## config.mk

```make
export PLATFORM = sky130hd
export DESIGN_NAME = bitmap_block_allocator
export DESIGN_NICKNAME = d
export VERILOG_FILES = /design/src/hw/rtl/bba_pkg.sv /design/src/hw/rtl/bba_ram.sv /design/src/hw/rtl/bitmap_block_allocator.sv
export VERILOG_INCLUDE_DIRS = /design/src /design/src/hw/rtl
export SDC_FILE = /design/constraint.sdc
export NUM_CORES = 2
export LEC_CHECK = 0
export BUFFER_PORTS_ARGS = -buffer_cell sky130_fd_sc_hd__buf_2
export CAP_MARGIN = 20
export CORE_MARGIN = 2
export CORE_UTILIZATION = 25
export DETAILED_ROUTE_END_ITERATION = 8
export GPL_ROUTABILITY_DRIVEN = 0
export PLACE_DENSITY = 0.41
export SYNTH_ARGS = -nofsm -noshare
export SYNTH_HDL_FRONTEND = slang
export SYNTH_SLANG_ARGS = --single-unit
```

## constraint.sdc

```tcl
create_clock -name clock -period 23.1 [get_ports clock]
set_input_delay 1.155 -clock clock [delete_from_list [all_inputs] [get_ports clock]]
set_output_delay 1.155 -clock clock [all_outputs]
set_load 0.01 [all_outputs]
```

## src/hw/rtl/assert_macros.svh

```systemverilog
// ---------------------------------------------------------------------------
// assertion macros used by the rtl file bitmap_block_allocator.sv
// ---------------------------------------------------------------------------
`ifndef ASSERT_MACROS_SVH
`define ASSERT_MACROS_SVH

// expression holds on every clock edge out of reset
`define BBA_ASSERT(label, expr) \
   label: assert property (@(posedge clock) disable iff (reset) (expr)) \
      else $error("assertion failed");

// consequent holds in the same cycle as the antecedent
`define BBA_ASSERT_IMPL(label, ante, cons) \
   label: assert property (@(posedge clock) disable iff (reset) (ante) |-> (cons)) \
      else $error("assertion failed");

// consequent holds in the cycle after the antecedent
`define BBA_ASSERT_NEXT(label, ante, cons) \
   label: assert property (@(posedge clock) disable iff (reset) (ante) |=> (cons)) \
      else $error("assertion failed");

`endif

```

## src/hw/rtl/bba_pkg.sv

```systemverilog
// ---------------------------------------------------------------------------
// bba_pkg
// types and constants of the bitmap block allocator
// ---------------------------------------------------------------------------
`default_nettype none

package bba_pkg;

   localparam int DEF_GROUP_COUNT    = 4;
   localparam int DEF_BITS_PER_GROUP = 1024;

   localparam int WORD_BITS  = 32;
   localparam int WORD_SHIFT = 5;
   localparam int LOCAL_W    = 10;
   localparam int GROUP_IN_W = 2;
   localparam int BLOCK_W    = 12;

   localparam logic MODE_ALLOC = 1'b0;
   localparam logic MODE_FREE  = 1'b1;

   typedef enum logic [1:0] {
      STAT_OK        = 2'd0,
      STAT_NONE_FREE = 2'd1,
      STAT_RANGE     = 2'd2
   } status_type;

   typedef struct packed {
      logic                  mode;
      logic [GROUP_IN_W-1:0] alloc_group;
      logic [BLOCK_W-1:0]    freed_block;
   } req_type;

   typedef struct packed {
      logic [LOCAL_W-1:0] local_index;
      status_type         status;
   } rsp_type;

endpackage

`default_nettype wire

```

## src/hw/rtl/bba_ram.sv

```systemverilog
// ---------------------------------------------------------------------------
// bba_ram
// bitmap word store, one write port and one registered read port
// ---------------------------------------------------------------------------
`default_nettype none

module bba_ram #(
   parameter int DEPTH = 128
) (
   input  wire logic                                   clock,
   input  wire logic                                   wr_en,
   input  wire logic [(DEPTH > 1 ? $clog2(DEPTH) : 1)-1:0] wr_addr,
   input  wire logic [bba_pkg::WORD_BITS-1:0]          wr_data,
   input  wire logic                                   rd_en,
   input  wire logic [(DEPTH > 1 ? $clog2(DEPTH) : 1)-1:0] rd_addr,
   output logic      [bba_pkg::WORD_BITS-1:0]          rd_data
);

   logic [bba_pkg::WORD_BITS-1:0] mem_ff [DEPTH];
   logic [bba_pkg::WORD_BITS-1:0] rd_data_ff;

   always_ff @(posedge clock) begin
      if (wr_en) begin
         mem_ff[wr_addr] <= wr_data;
      end
   end

   always_ff @(posedge clock) begin
      if (rd_en) begin
         rd_data_ff <= mem_ff[rd_addr];
      end
   end

   assign rd_data = rd_data_ff;

endmodule

`default_nettype wire

```

## src/hw/rtl/bitmap_block_allocator.sv

```systemverilog
// ---------------------------------------------------------------------------
// bitmap_block_allocator
// per-group block allocator: find-first-zero over a word bitmap, free counters
// ---------------------------------------------------------------------------
//
//   channel  dir  handshake              payload
//   req_     in   req_valid/req_ready    bba_pkg::req_type  (mode, group, block)
//   rsp_     out  rsp_valid/rsp_ready    bba_pkg::rsp_type  (local index, status)
//
// allocate: a zero counter or an absent group goes straight to the result;
//   else the scan reads one word per cycle, up to WPG = bitmap words per group
// free: repeated subtraction of BITS_PER_GROUP gives group and local index,
//   then a read-modify-write of the word
// req_ready is high only while idle, so one request is worked on at a time;
//   reset runs a clearing pass over all GROUP_COUNT*WPG words first
// the sequencer takes the next request in while an earlier result waits on
//   rsp_ready; a second finished result holds req_ready low
// ---------------------------------------------------------------------------
`default_nettype none
`include "assert_macros.svh"

module bitmap_block_allocator #(
   parameter int GROUP_COUNT    = bba_pkg::DEF_GROUP_COUNT,
   parameter int BITS_PER_GROUP = bba_pkg::DEF_BITS_PER_GROUP
) (
   input  wire logic             clock,
   input  wire logic             reset,
   input  wire logic             req_valid,
   output logic                  req_ready,
   input  wire bba_pkg::req_type req_payload,
   output logic                  rsp_valid,
   input  wire logic             rsp_ready,
   output bba_pkg::rsp_type      rsp_payload
);

   // sizes derived from the parameters
   localparam int WPG    = (BITS_PER_GROUP + bba_pkg::WORD_BITS - 1) / bba_pkg::WORD_BITS;
   localparam int DEPTH  = GROUP_COUNT * WPG;
   localparam int ADDR_W = (DEPTH > 1) ? $clog2(DEPTH) : 1;
   localparam int WORD_W = (WPG > 1) ? $clog2(WPG) : 1;
   localparam int GRP_W  = (GROUP_COUNT > 1) ? $clog2(GROUP_COUNT) : 1;
   localparam int CNT_W  = $clog2(BITS_PER_GROUP + 1);
   localparam int REM_W  = (CNT_W > bba_pkg::BLOCK_W) ? CNT_W : bba_pkg::BLOCK_W;
   localparam int TAIL   = BITS_PER_GROUP % bba_pkg::WORD_BITS;

   localparam logic [WORD_W-1:0] WORD_LAST = WORD_W'(WPG - 1);
   localparam logic [GRP_W-1:0]  GRP_LAST  = GRP_W'(GROUP_COUNT - 1);
   localparam logic [ADDR_W-1:0] ADDR_LAST = ADDR_W'(DEPTH - 1);
   localparam logic [CNT_W-1:0]  CNT_FULL  = CNT_W'(BITS_PER_GROUP);
   localparam logic [REM_W-1:0]  REM_BPG   = REM_W'(BITS_PER_GROUP);
   // only the last word of a group may hold bits past the group's end
   localparam logic [bba_pkg::WORD_BITS-1:0] LAST_MASK =
      (TAIL == 0) ? {bba_pkg::WORD_BITS{1'b1}} :
                    ((bba_pkg::WORD_BITS'(1) << TAIL) - bba_pkg::WORD_BITS'(1));

   typedef enum logic [2:0] {
      S_CLEAR,
      S_IDLE,
      S_SCAN,
      S_DIVIDE,
      S_FREE_WR,
      S_DONE
   } state_type;

   // first word address of a group
   function automatic logic [ADDR_W-1:0] group_base(input logic [GRP_W-1:0] g);
      group_base = ADDR_W'(int'(g) * WPG);
   endfunction

   // bit position of a one-hot word
   function automatic logic [bba_pkg::WORD_SHIFT-1:0] onehot_pos(
      input logic [bba_pkg::WORD_BITS-1:0] oh
   );
      logic [bba_pkg::WORD_SHIFT-1:0] pos;
      pos = '0;
      for (int i = 0; i < bba_pkg::WORD_BITS; i++) begin
         if (oh[i]) begin
            pos = pos | bba_pkg::WORD_SHIFT'(i);
         end
      end
      onehot_pos = pos;
   endfunction

   // sequencer and datapath registers
   state_type          state_ff,  state_in;
   logic [ADDR_W-1:0]  addr_ff,   addr_in;    // word address, also clear pointer
   logic [WORD_W-1:0]  word_ff,   word_in;    // word within group under check
   logic [GRP_W-1:0]   grp_ff,    grp_in;
   logic [REM_W-1:0]   rem_ff,    rem_in;     // running remainder of the block number
   logic [CNT_W-1:0]   cnt_ff [GROUP_COUNT];
   logic [CNT_W-1:0]   cnt_in [GROUP_COUNT];
   bba_pkg::rsp_type   res_ff,    res_in;
   bba_pkg::rsp_type   rsp_ff,    rsp_in;
   logic               rsp_valid_ff, rsp_valid_in;

   // ram port
   logic                          ram_we;
   logic [ADDR_W-1:0]             ram_waddr;
   logic [bba_pkg::WORD_BITS-1:0] ram_wdata;
   logic                          ram_re;
   logic [ADDR_W-1:0]             ram_raddr;
   logic [bba_pkg::WORD_BITS-1:0] ram_rdata;

   // scan unit
   logic [bba_pkg::WORD_BITS-1:0] avail;
   logic [bba_pkg::WORD_BITS-1:0] lowest;
   logic [bba_pkg::WORD_BITS-1:0] local_wide;
   logic                          req_fire;
   logic                          alloc_present;
   logic [GRP_W-1:0]              req_grp;
   logic [CNT_W-1:0]              req_cnt;

   bba_ram #(
      .DEPTH (DEPTH)
   ) u_ram (
      .clock   (clock),
      .wr_en   (ram_we),
      .wr_addr (ram_waddr),
      .wr_data (ram_wdata),
      .rd_en   (ram_re),
      .rd_addr (ram_raddr),
      .rd_data (ram_rdata)
   );

   assign req_ready = (state_ff == S_IDLE);
   assign req_fire  = req_valid && req_ready;
   assign rsp_valid   = rsp_valid_ff;
   assign rsp_payload = rsp_ff;

   // requested group and its counter; an absent group never reaches the counter
   assign alloc_present = int'(req_payload.alloc_group) < GROUP_COUNT;
   assign req_grp       = GRP_W'(req_payload.alloc_group);
   assign req_cnt       = alloc_present ? cnt_ff[req_grp] : '0;

   // free bits of the word read last cycle, and the lowest of them
   assign avail  = ~ram_rdata & ((word_ff == WORD_LAST) ? LAST_MASK
                                                        : {bba_pkg::WORD_BITS{1'b1}});
   assign lowest = avail & (~avail + bba_pkg::WORD_BITS'(1));
   assign local_wide = (bba_pkg::WORD_BITS'(word_ff) << bba_pkg::WORD_SHIFT)
                     | bba_pkg::WORD_BITS'(onehot_pos(lowest));

   always_comb begin
      state_in     = state_ff;
      addr_in      = addr_ff;
      word_in      = word_ff;
      grp_in       = grp_ff;
      rem_in       = rem_ff;
      cnt_in       = cnt_ff;
      res_in       = res_ff;
      rsp_in       = rsp_ff;
      rsp_valid_in = rsp_valid_ff;
      ram_we       = 1'b0;
      ram_waddr    = addr_ff;
      ram_wdata    = '0;
      ram_re       = 1'b0;
      ram_raddr    = addr_ff;

      // result register drains independently of the sequencer
      if (rsp_valid_ff && rsp_ready) begin
         rsp_valid_in = 1'b0;
      end

      case (state_ff)
         S_CLEAR: begin
            // zero one word per cycle after reset
            ram_we    = 1'b1;
            ram_waddr = addr_ff;
            ram_wdata = '0;
            addr_in   = ADDR_W'(addr_ff + 1'b1);
            if (addr_ff == ADDR_LAST) begin
               state_in = S_IDLE;
            end
         end

         S_IDLE: begin
            if (req_fire) begin
               res_in.local_index = '0;
               res_in.status      = bba_pkg::STAT_OK;
               if (req_payload.mode == bba_pkg::MODE_ALLOC) begin
                  if (!alloc_present || req_cnt == '0) begin
                     res_in.status = bba_pkg::STAT_NONE_FREE;
                     state_in      = S_DONE;
                  end else begin
                     // start the scan with word 0 of the group
                     grp_in    = req_grp;
                     word_in   = '0;
                     addr_in   = group_base(req_grp);
                     ram_re    = 1'b1;
                     ram_raddr = group_base(req_grp);
                     state_in  = S_SCAN;
                  end
               end else begin
                  rem_in   = REM_W'(req_payload.freed_block);
                  grp_in   = '0;
                  state_in = S_DIVIDE;
               end
            end
         end

         S_SCAN: begin
            if (avail != '0) begin
               // take the lowest free bit of this word
               ram_we             = 1'b1;
               ram_waddr          = addr_ff;
               ram_wdata          = ram_rdata | lowest;
               cnt_in[grp_ff]     = CNT_W'(cnt_ff[grp_ff] - 1'b1);
               res_in.local_index = local_wide[bba_pkg::LOCAL_W-1:0];
               res_in.status      = bba_pkg::STAT_OK;
               state_in           = S_DONE;
            end else if (word_ff == WORD_LAST) begin
               // bitmap full although the counter said otherwise
               res_in.local_index = '0;
               res_in.status      = bba_pkg::STAT_NONE_FREE;
               state_in           = S_DONE;
            end else begin
               ram_re    = 1'b1;
               ram_raddr = ADDR_W'(addr_ff + 1'b1);
               addr_in   = ADDR_W'(addr_ff + 1'b1);
               word_in   = WORD_W'(word_ff + 1'b1);
            end
         end

         S_DIVIDE: begin
            // one subtraction of the group size per cycle
            if (rem_ff < REM_BPG) begin
               addr_in   = ADDR_W'(group_base(grp_ff)
                                   + ADDR_W'(rem_ff >> bba_pkg::WORD_SHIFT));
               ram_re    = 1'b1;
               ram_raddr = ADDR_W'(group_base(grp_ff)
                                   + ADDR_W'(rem_ff >> bba_pkg::WORD_SHIFT));
               state_in  = S_FREE_WR;
            end else if (grp_ff == GRP_LAST) begin
               res_in.status = bba_pkg::STAT_RANGE;
               state_in      = S_DONE;
            end else begin
               rem_in = REM_W'(rem_ff - REM_BPG);
               grp_in = GRP_W'(grp_ff + 1'b1);
            end
         end

         S_FREE_WR: begin
            // clear the bit, counter saturates at the group size
            ram_we    = 1'b1;
            ram_waddr = addr_ff;
            ram_wdata = ram_rdata & ~(bba_pkg::WORD_BITS'(1)
                                      << rem_ff[bba_pkg::WORD_SHIFT-1:0]);
            if (cnt_ff[grp_ff] < CNT_FULL) begin
               cnt_in[grp_ff] = CNT_W'(cnt_ff[grp_ff] + 1'b1);
            end
            res_in.status = bba_pkg::STAT_OK;
            state_in      = S_DONE;
         end

         S_DONE: begin
            // hand over once the result register is free
            if (!rsp_valid_ff || rsp_ready) begin
               rsp_in       = res_ff;
               rsp_valid_in = 1'b1;
               state_in     = S_IDLE;
            end
         end

         default: begin
            state_in = S_IDLE;
         end
      endcase
   end

   always_ff @(posedge clock) begin
      if (reset) begin
         state_ff     <= S_CLEAR;
         addr_ff      <= '0;
         word_ff      <= '0;
         grp_ff       <= '0;
         rsp_valid_ff <= 1'b0;
         for (int g = 0; g < GROUP_COUNT; g++) begin
            cnt_ff[g] <= CNT_FULL;
         end
      end else begin
         state_ff     <= state_in;
         addr_ff      <= addr_in;
         word_ff      <= word_in;
         grp_ff       <= grp_in;
         rsp_valid_ff <= rsp_valid_in;
         cnt_ff       <= cnt_in;
      end
      rem_ff <= rem_in;
      res_ff <= res_in;
      rsp_ff <= rsp_in;
   end

   // an accepted request always starts work
   `BBA_ASSERT_NEXT(a_accept_leaves_idle, req_fire, state_ff != S_IDLE)
   // the scan never walks past the group's words
   `BBA_ASSERT_IMPL(a_scan_in_group, state_ff == S_SCAN, word_ff <= WORD_LAST)
   // a bit is only taken from a group whose counter is nonzero
   `BBA_ASSERT_IMPL(a_take_needs_count, state_ff == S_SCAN && ram_we, cnt_ff[grp_ff] != '0)
   // no result while the store is being cleared
   `BBA_ASSERT_IMPL(a_no_rsp_in_clear, state_ff == S_CLEAR, !rsp_valid_ff)
   // free counter of the current group never exceeds the group size
   `BBA_ASSERT(a_count_bound, cnt_ff[grp_ff] <= CNT_FULL)

endmodule

`default_nettype wire
```

After elaboration in Yosys (flattened, before gate mapping)
Memory sizes are Yosys's and may differ from the RTL's. A register that Yosys moved wholly into a read port is not among the register bits.
Cells that the tools add are included.

storage, ports and cells
  logic and storage cells = 267
  memories kept = 1
  bits in registers = 98
  output and inout port bits = 14
  RAM bits = 4,096

cells by class
  eq/ne operators = 24
  reduce and logical (&&, ||, !) cells = 22
  bitwise gates (word level) = 9
  add/sub/neg operators = 8
  order comparisons = 5
  shift operators = 1
  multiplexer cells = 183

memory list
  memory        words  bits a word  rd ports  clocked after Yosys merged registers in  write ports  RTL line       text
  u_ram.mem_ff  128    32           1         1                                        1            bba_ram.sv:19  logic [bba_pkg::WORD_BITS-1:0] mem_ff [DEPTH];

operator list
  operator                                           count
  two-way mux 12 bit                                 19
  two-way mux 44 bit                                 4
  two-way mux 5 bit                                  30
  two-way mux 7 bit                                  18
  NOT 32 bit                                         3
  bitwise mux 44 bit                                 2
  case mux 44 bit (2 select lines)                   1
  two-way mux 3 bit                                  27
  bitwise AND 32 bit                                 2
  two-way mux 32 bit                                 2
  case mux 32 bit (2 select lines)                   1
  two-way mux 11 bit                                 5
  two-way mux 2 bit                                  27
  binary-select mux 11 bit (select 2 bit)            2
  adder 32 x 1 -> 32 bit (second input constant)     1
  two-way mux 4 bit                                  8
  bitwise OR 32 bit                                  1
  nonzero test 32 bit                                1
  << shifter 1 x 5 -> 32 bit (first input constant)  1
  case mux 7 bit (4 select lines)                    1
  two-way mux 1 bit                                  26
  case mux 12 bit (2 select lines)                   1
  demux 11 bit (select 2 bit)                        1
  inequality test 2 bit (second input constant)      11
  other kinds (41)                                   57

Logic depth before layout (Yosys ltp)
  depth in word-level cells = 39
  depth in mapped cells = 20
  mapped depth without buffers = 13

By module
A second synthesis with hierarchy kept.

second synthesis, totals
  cell total of the unflattened synthesis = 6,722
  area total of the unflattened synthesis = 162,756.1 um^2

modules (own cells, without submodules)
  module                  instances  area each (um^2)  cells each
  bba_ram                 1          156,596.4         5,990
  bitmap_block_allocator  1          6,159.7           732

Worst setup path after synthesis
OpenSTA, ideal clock, no wires.

  path type = register to register
  from = register u_ram.rd_data_ff, in the netlist u_ram.rd_data[4], read port of u_ram.mem_ff
  to = memory u_ram.mem_ff[0][30] (netlist bit) (data pin)
  buffers on the path = 0
  clock period less this slack = 8.530 ns
  path slack = 14.570 ns
  data required time = 21.874 ns
  arrival time = 7.304 ns
  stages on the path, launching flop included = 10
  cells stage by stage = edfxtp_1 > and4_4 > and2_0 > nand2_1 > nor3_1 > and3_1 > and3_1 > and2_1 > nand2_1 > o31ai_1

on the way
  longest elaborated chain between the ends = 8
  elaborated cells on any way between the ends = 9

RTL lines
  element                               RTL line                       text
  start: declaration                    bba_ram.sv:20                  logic [bba_pkg::WORD_BITS-1:0] rd_data_ff;
  NOT 32 bit (*)                        bitmap_block_allocator.sv:136  assign avail = ~ram_rdata & ((word_ff == WORD_LAST) ? LAST_MASK
  NOT 32 bit                            bitmap_block_allocator.sv:138  assign lowest = avail & (~avail + bba_pkg::WORD_BITS'(1));
  adder 32 x 1 -> 32 bit                bitmap_block_allocator.sv:138
  bitwise AND 32 bit                    bitmap_block_allocator.sv:138
  bitwise OR 32 bit                     bitmap_block_allocator.sv:205  ram_wdata = ram_rdata | lowest;
  two-way mux 32 bit (*)                bitmap_block_allocator.sv:201  if (avail != '0) begin
  two-way mux 32 bit (*)                bitmap_block_allocator.sv:163  case (state_ff)
  case mux 32 bit (2 select lines) (*)  bitmap_block_allocator.sv:163
  named net ram_wdata, one bit          bitmap_block_allocator.sv:99   logic [bba_pkg::WORD_BITS-1:0] ram_wdata;
  end: declaration                      bba_ram.sv:19

Mark *: on every way through the listed nets, which the timed path passes. The rest lies on a longest branch. The select of a mux whose other input is x is not followed.

Worst setup path after layout
  from = register u_ram.rd_data_ff, in the netlist u_ram.rd_data[26], read port of u_ram.mem_ff
  to = register u_ram.rd_data_ff, in the netlist u_ram.rd_data[10], read port of u_ram.mem_ff (data pin)

on the way
  longest elaborated chain between the ends = 5
  elaborated cells on any way between the ends = 8

RTL lines
  element                                                                                    RTL line
  NOT 32 bit (*)                                                                             bitmap_block_allocator.sv:136
  nonzero test 32 bit (*)                                                                    bitmap_block_allocator.sv:201
  two-way mux 7 bit / two-way mux 1 bit (equally long branches) (2 in series)                --
  case mux 7 bit (3 select lines) / case mux 1 bit (3 select lines) (equally long branches)  bitmap_block_allocator.sv:163

Every way passes the cells marked *; elsewhere a longest branch is shown, timed or not. The select of a mux whose other input is x is not followed.
A chain may end at the register's enable or synchronous reset.

==> results.cfg <==
[timing]
max_freq_mhz = 101
period_needed_ps = 9860
fin_ws_ps = 13240
slew_viol_final = 0
period_share = 0.427
fin_setup_tns_ps = 0
relSlewSlack = 0.0831
finalHoldViolCount = 0
setup_viol = 0
finClkSkew_ps = 123
worst_pin_slew_ps = 1380
rsz0062_at_grt = no

[yosys]
yosysTopAreaCell = edfxtp_1
ys_seq_elements = 4226
syn_inst = 9874
synthTopCellsByArea = edfxtp_1, mux4_2, nand2_1
syn_avg_cell_area_um2 = 16.9
synth.distinct_cells = 92
postSynth.asyncResetShare = 0
seq_area_frac_synth = 0.758
synth_flop_cell = edfxtp_1
yosys.area.top_type_share = 0.751
yosysWarnings = 0
synth.cell_area_um2 = 167000
synth_edf_count = 4164
synth_common_cells = edfxtp_1, nand2_1, a21oi_1
syn-num-nets = 9904
synth_most_common_cell = edfxtp_1

[setup_path]
end_kind = flip-flop
arrival_ps = 10550
crit_top_cell = buf_4
r2r-start = u_ram.rd_data[26]
crit_cells = 18
cp_max_fo = 48
worstSetupPathType = reg2reg
worstSetupStartpoint = u_ram.rd_data[26]
slowest_delay_ps = 890
critical_path_required_ps = 23790
cp_num_buf_inv = 7
critPathSlowestCell = nor4_1
cp_cell_sequence = and3_1 > nand4_1 > nor4_1 > o21a_1 > a31o_4 > buf_4 > buf_4 > buf_4 > buf_4 > buf_4 > buf_4 > nand2_1 > a21oi_1 > nor3_1 > a21oi_1 > buf_4 > o22ai_1 > nor4_1
start_kind = flip-flop
cp_top_family = buffers and inverters
r2r_cells = 18
r2r_slack_ps = 13240

[cells_and_area]
syn_to_final_growth_pct = 16.7
num-nets-final = 10252
fin_cells = 19497
post-route-util = 0.293
fin_area_um2 = 194000
final_layout_size_suffix_gt1_frac = 0.186

[drt]
firstDrtPassIters = 8
wl_per_cell_um = 31.7
vias = 97181
wl_um = 619000
drtAntennaViolNets = 0
drc = 0
vias_per_cell = 4.98
drtIter0Drc = 11874

[job]
drv_cap = 0

[floorplanning]
dieArea_um2 = 673000
die_y_um = 820
rows = 299
io_pins = 33
dieWidth_um = 820
start_util = 0.251
core_um2 = 663000

[grt]
overflow = 0
antenna_found_initial = 55
grt_max_degree = 90
grt_usage = 0.178
first_global_vias = 96498
grt_pass1_wl_um = 837000

[power_and_ir_drop]
power_leakage_uw = 0.0619
ir_drop_mv = 0.0669
power.density_nw_per_um2 = 84.0

[clock_tree]
post_cts_resized = 0
root_buffer = clkbuf_16
cts_tree = built
cts.sinks = 4226
clock_latency_ps = 1080
ctsHoldBuffers = 0
cts_setup_buffers = 0
cts_inserted_buffers = 463
clockBufferDepth = 4
clkSlewWorstSetupHoldPaths_ps = 60
h-tree-depth = 5

[place]
place_ws_ps = 13130
dpl.cell_count = 18626
dp_hpwl_um = 359000
io_buffer_count = 32
place_area_um2 = 180000

[outcome]
outcome = finished clean

[hold_path]
min_from = res_ff[4]
hold_class = reg2reg
hold_depth = 0
report_power, final:
group	total (uW)	leakage (uW)	internal (uW)	switching, uW
Combinational	827	0.0163	256	571
Clock	7180	0.00709	4030	3150
Sequential	8320	0.0384	8320	5.66
state kept, by name, summed over array words and instances (netlist names):
name and count:
rsp_valid 1, cnt_ff 44, word_ff 5, rem_ff 12, addr_ff 7, rsp_payload 12, grp_ff 2, state_ff 3
u_ram.rd_data 32, res_ff 12, u_ram.mem_ff 4096
metal layers:
metal  GRT usage  up-vias  wire (um)
li1            -    39582          -
met5           0        -        116
met2       0.287     3926     286000
met3      0.0310      844      44400
met4      0.0606       16      24200
met1       0.245    52813     264000
metrics by stage:
| step | hold WS [ps] | total power [uW] |
|---|---|---|
| 4_1_cts | 352 | 16500 |
| 5_1_grt | 404 | 16800 |
| 3_3_place_gp | 426 | 9310 |
| 2_1_floorplan | 400 | 8990 |
| 6_report | 426 | 16300 |
| 3_5_place_dp | 414 | 9310 |
layout by cell type, fill, tap and decap left out, types with 22 or more instances in the layout:
master,netlist,final
edfxtp_1,4164,4164
nand2_1,1670,1664
a21oi_1,818,800
mux4_2,608,608
clkbuf_16,0,466
buf_4,88,421
nor3_1,272,269
mux2i_1,266,266
nor2_1,275,148
o21ai_0,184,147
nor2_4,1,128
clkbuf_1,253,110
clkinv_1,0,104
nand3_1,101,97
a31oi_1,98,94
clkinv_2,0,93
o221ai_1,90,90
o22ai_1,69,69
dfxtp_1,62,62
nand4_1,56,56
and2_1,49,48
o211ai_1,42,42
o21ai_1,19,42
nor4_1,42,39
buf_2,155,34
bufinv_16,0,29
and3_1,26,26
a2111oi_0,29,22
or3_1,22,22
layout make-up:
cell class	instances	area, um^2
flip-flops and latches	4226	126000
repair buffers	488	3890
diodes	19	47.5
inverters	20	75.1
clock inverters	266	2480
fillers	65438	469000
well taps	8879	11100
clock buffers	576	12100
multi-input cells	5023	38400
cells by family (layout without fill, tap and decap cells):
group                    count (synthesis)  in the layout  share of synthesized area
AO/OA/AOI/OAI                         1500           1500                     0.0534
XOR/XNOR                                18             18                   0.000947
adder cells (fa/ha/maj)                 11             11                   0.000826
buffers and inverters                  625           1350                     0.0208
flip-flops                            4226           4226                      0.758
multiplexers                           875            875                     0.0983
other                                    0             19                          0
AND/OR/NAND/NOR                       2619           2619                     0.0675
path summary, 6_finish.rpt:
| check | end |
|---|---|
| max | u_ram.rd_data[10] |
| min | rsp_payload[4] |
| max reg2reg | u_ram.rd_data[10] |
| min reg2reg | rsp_payload[4] |
Power figures use the tool's default switching activity.
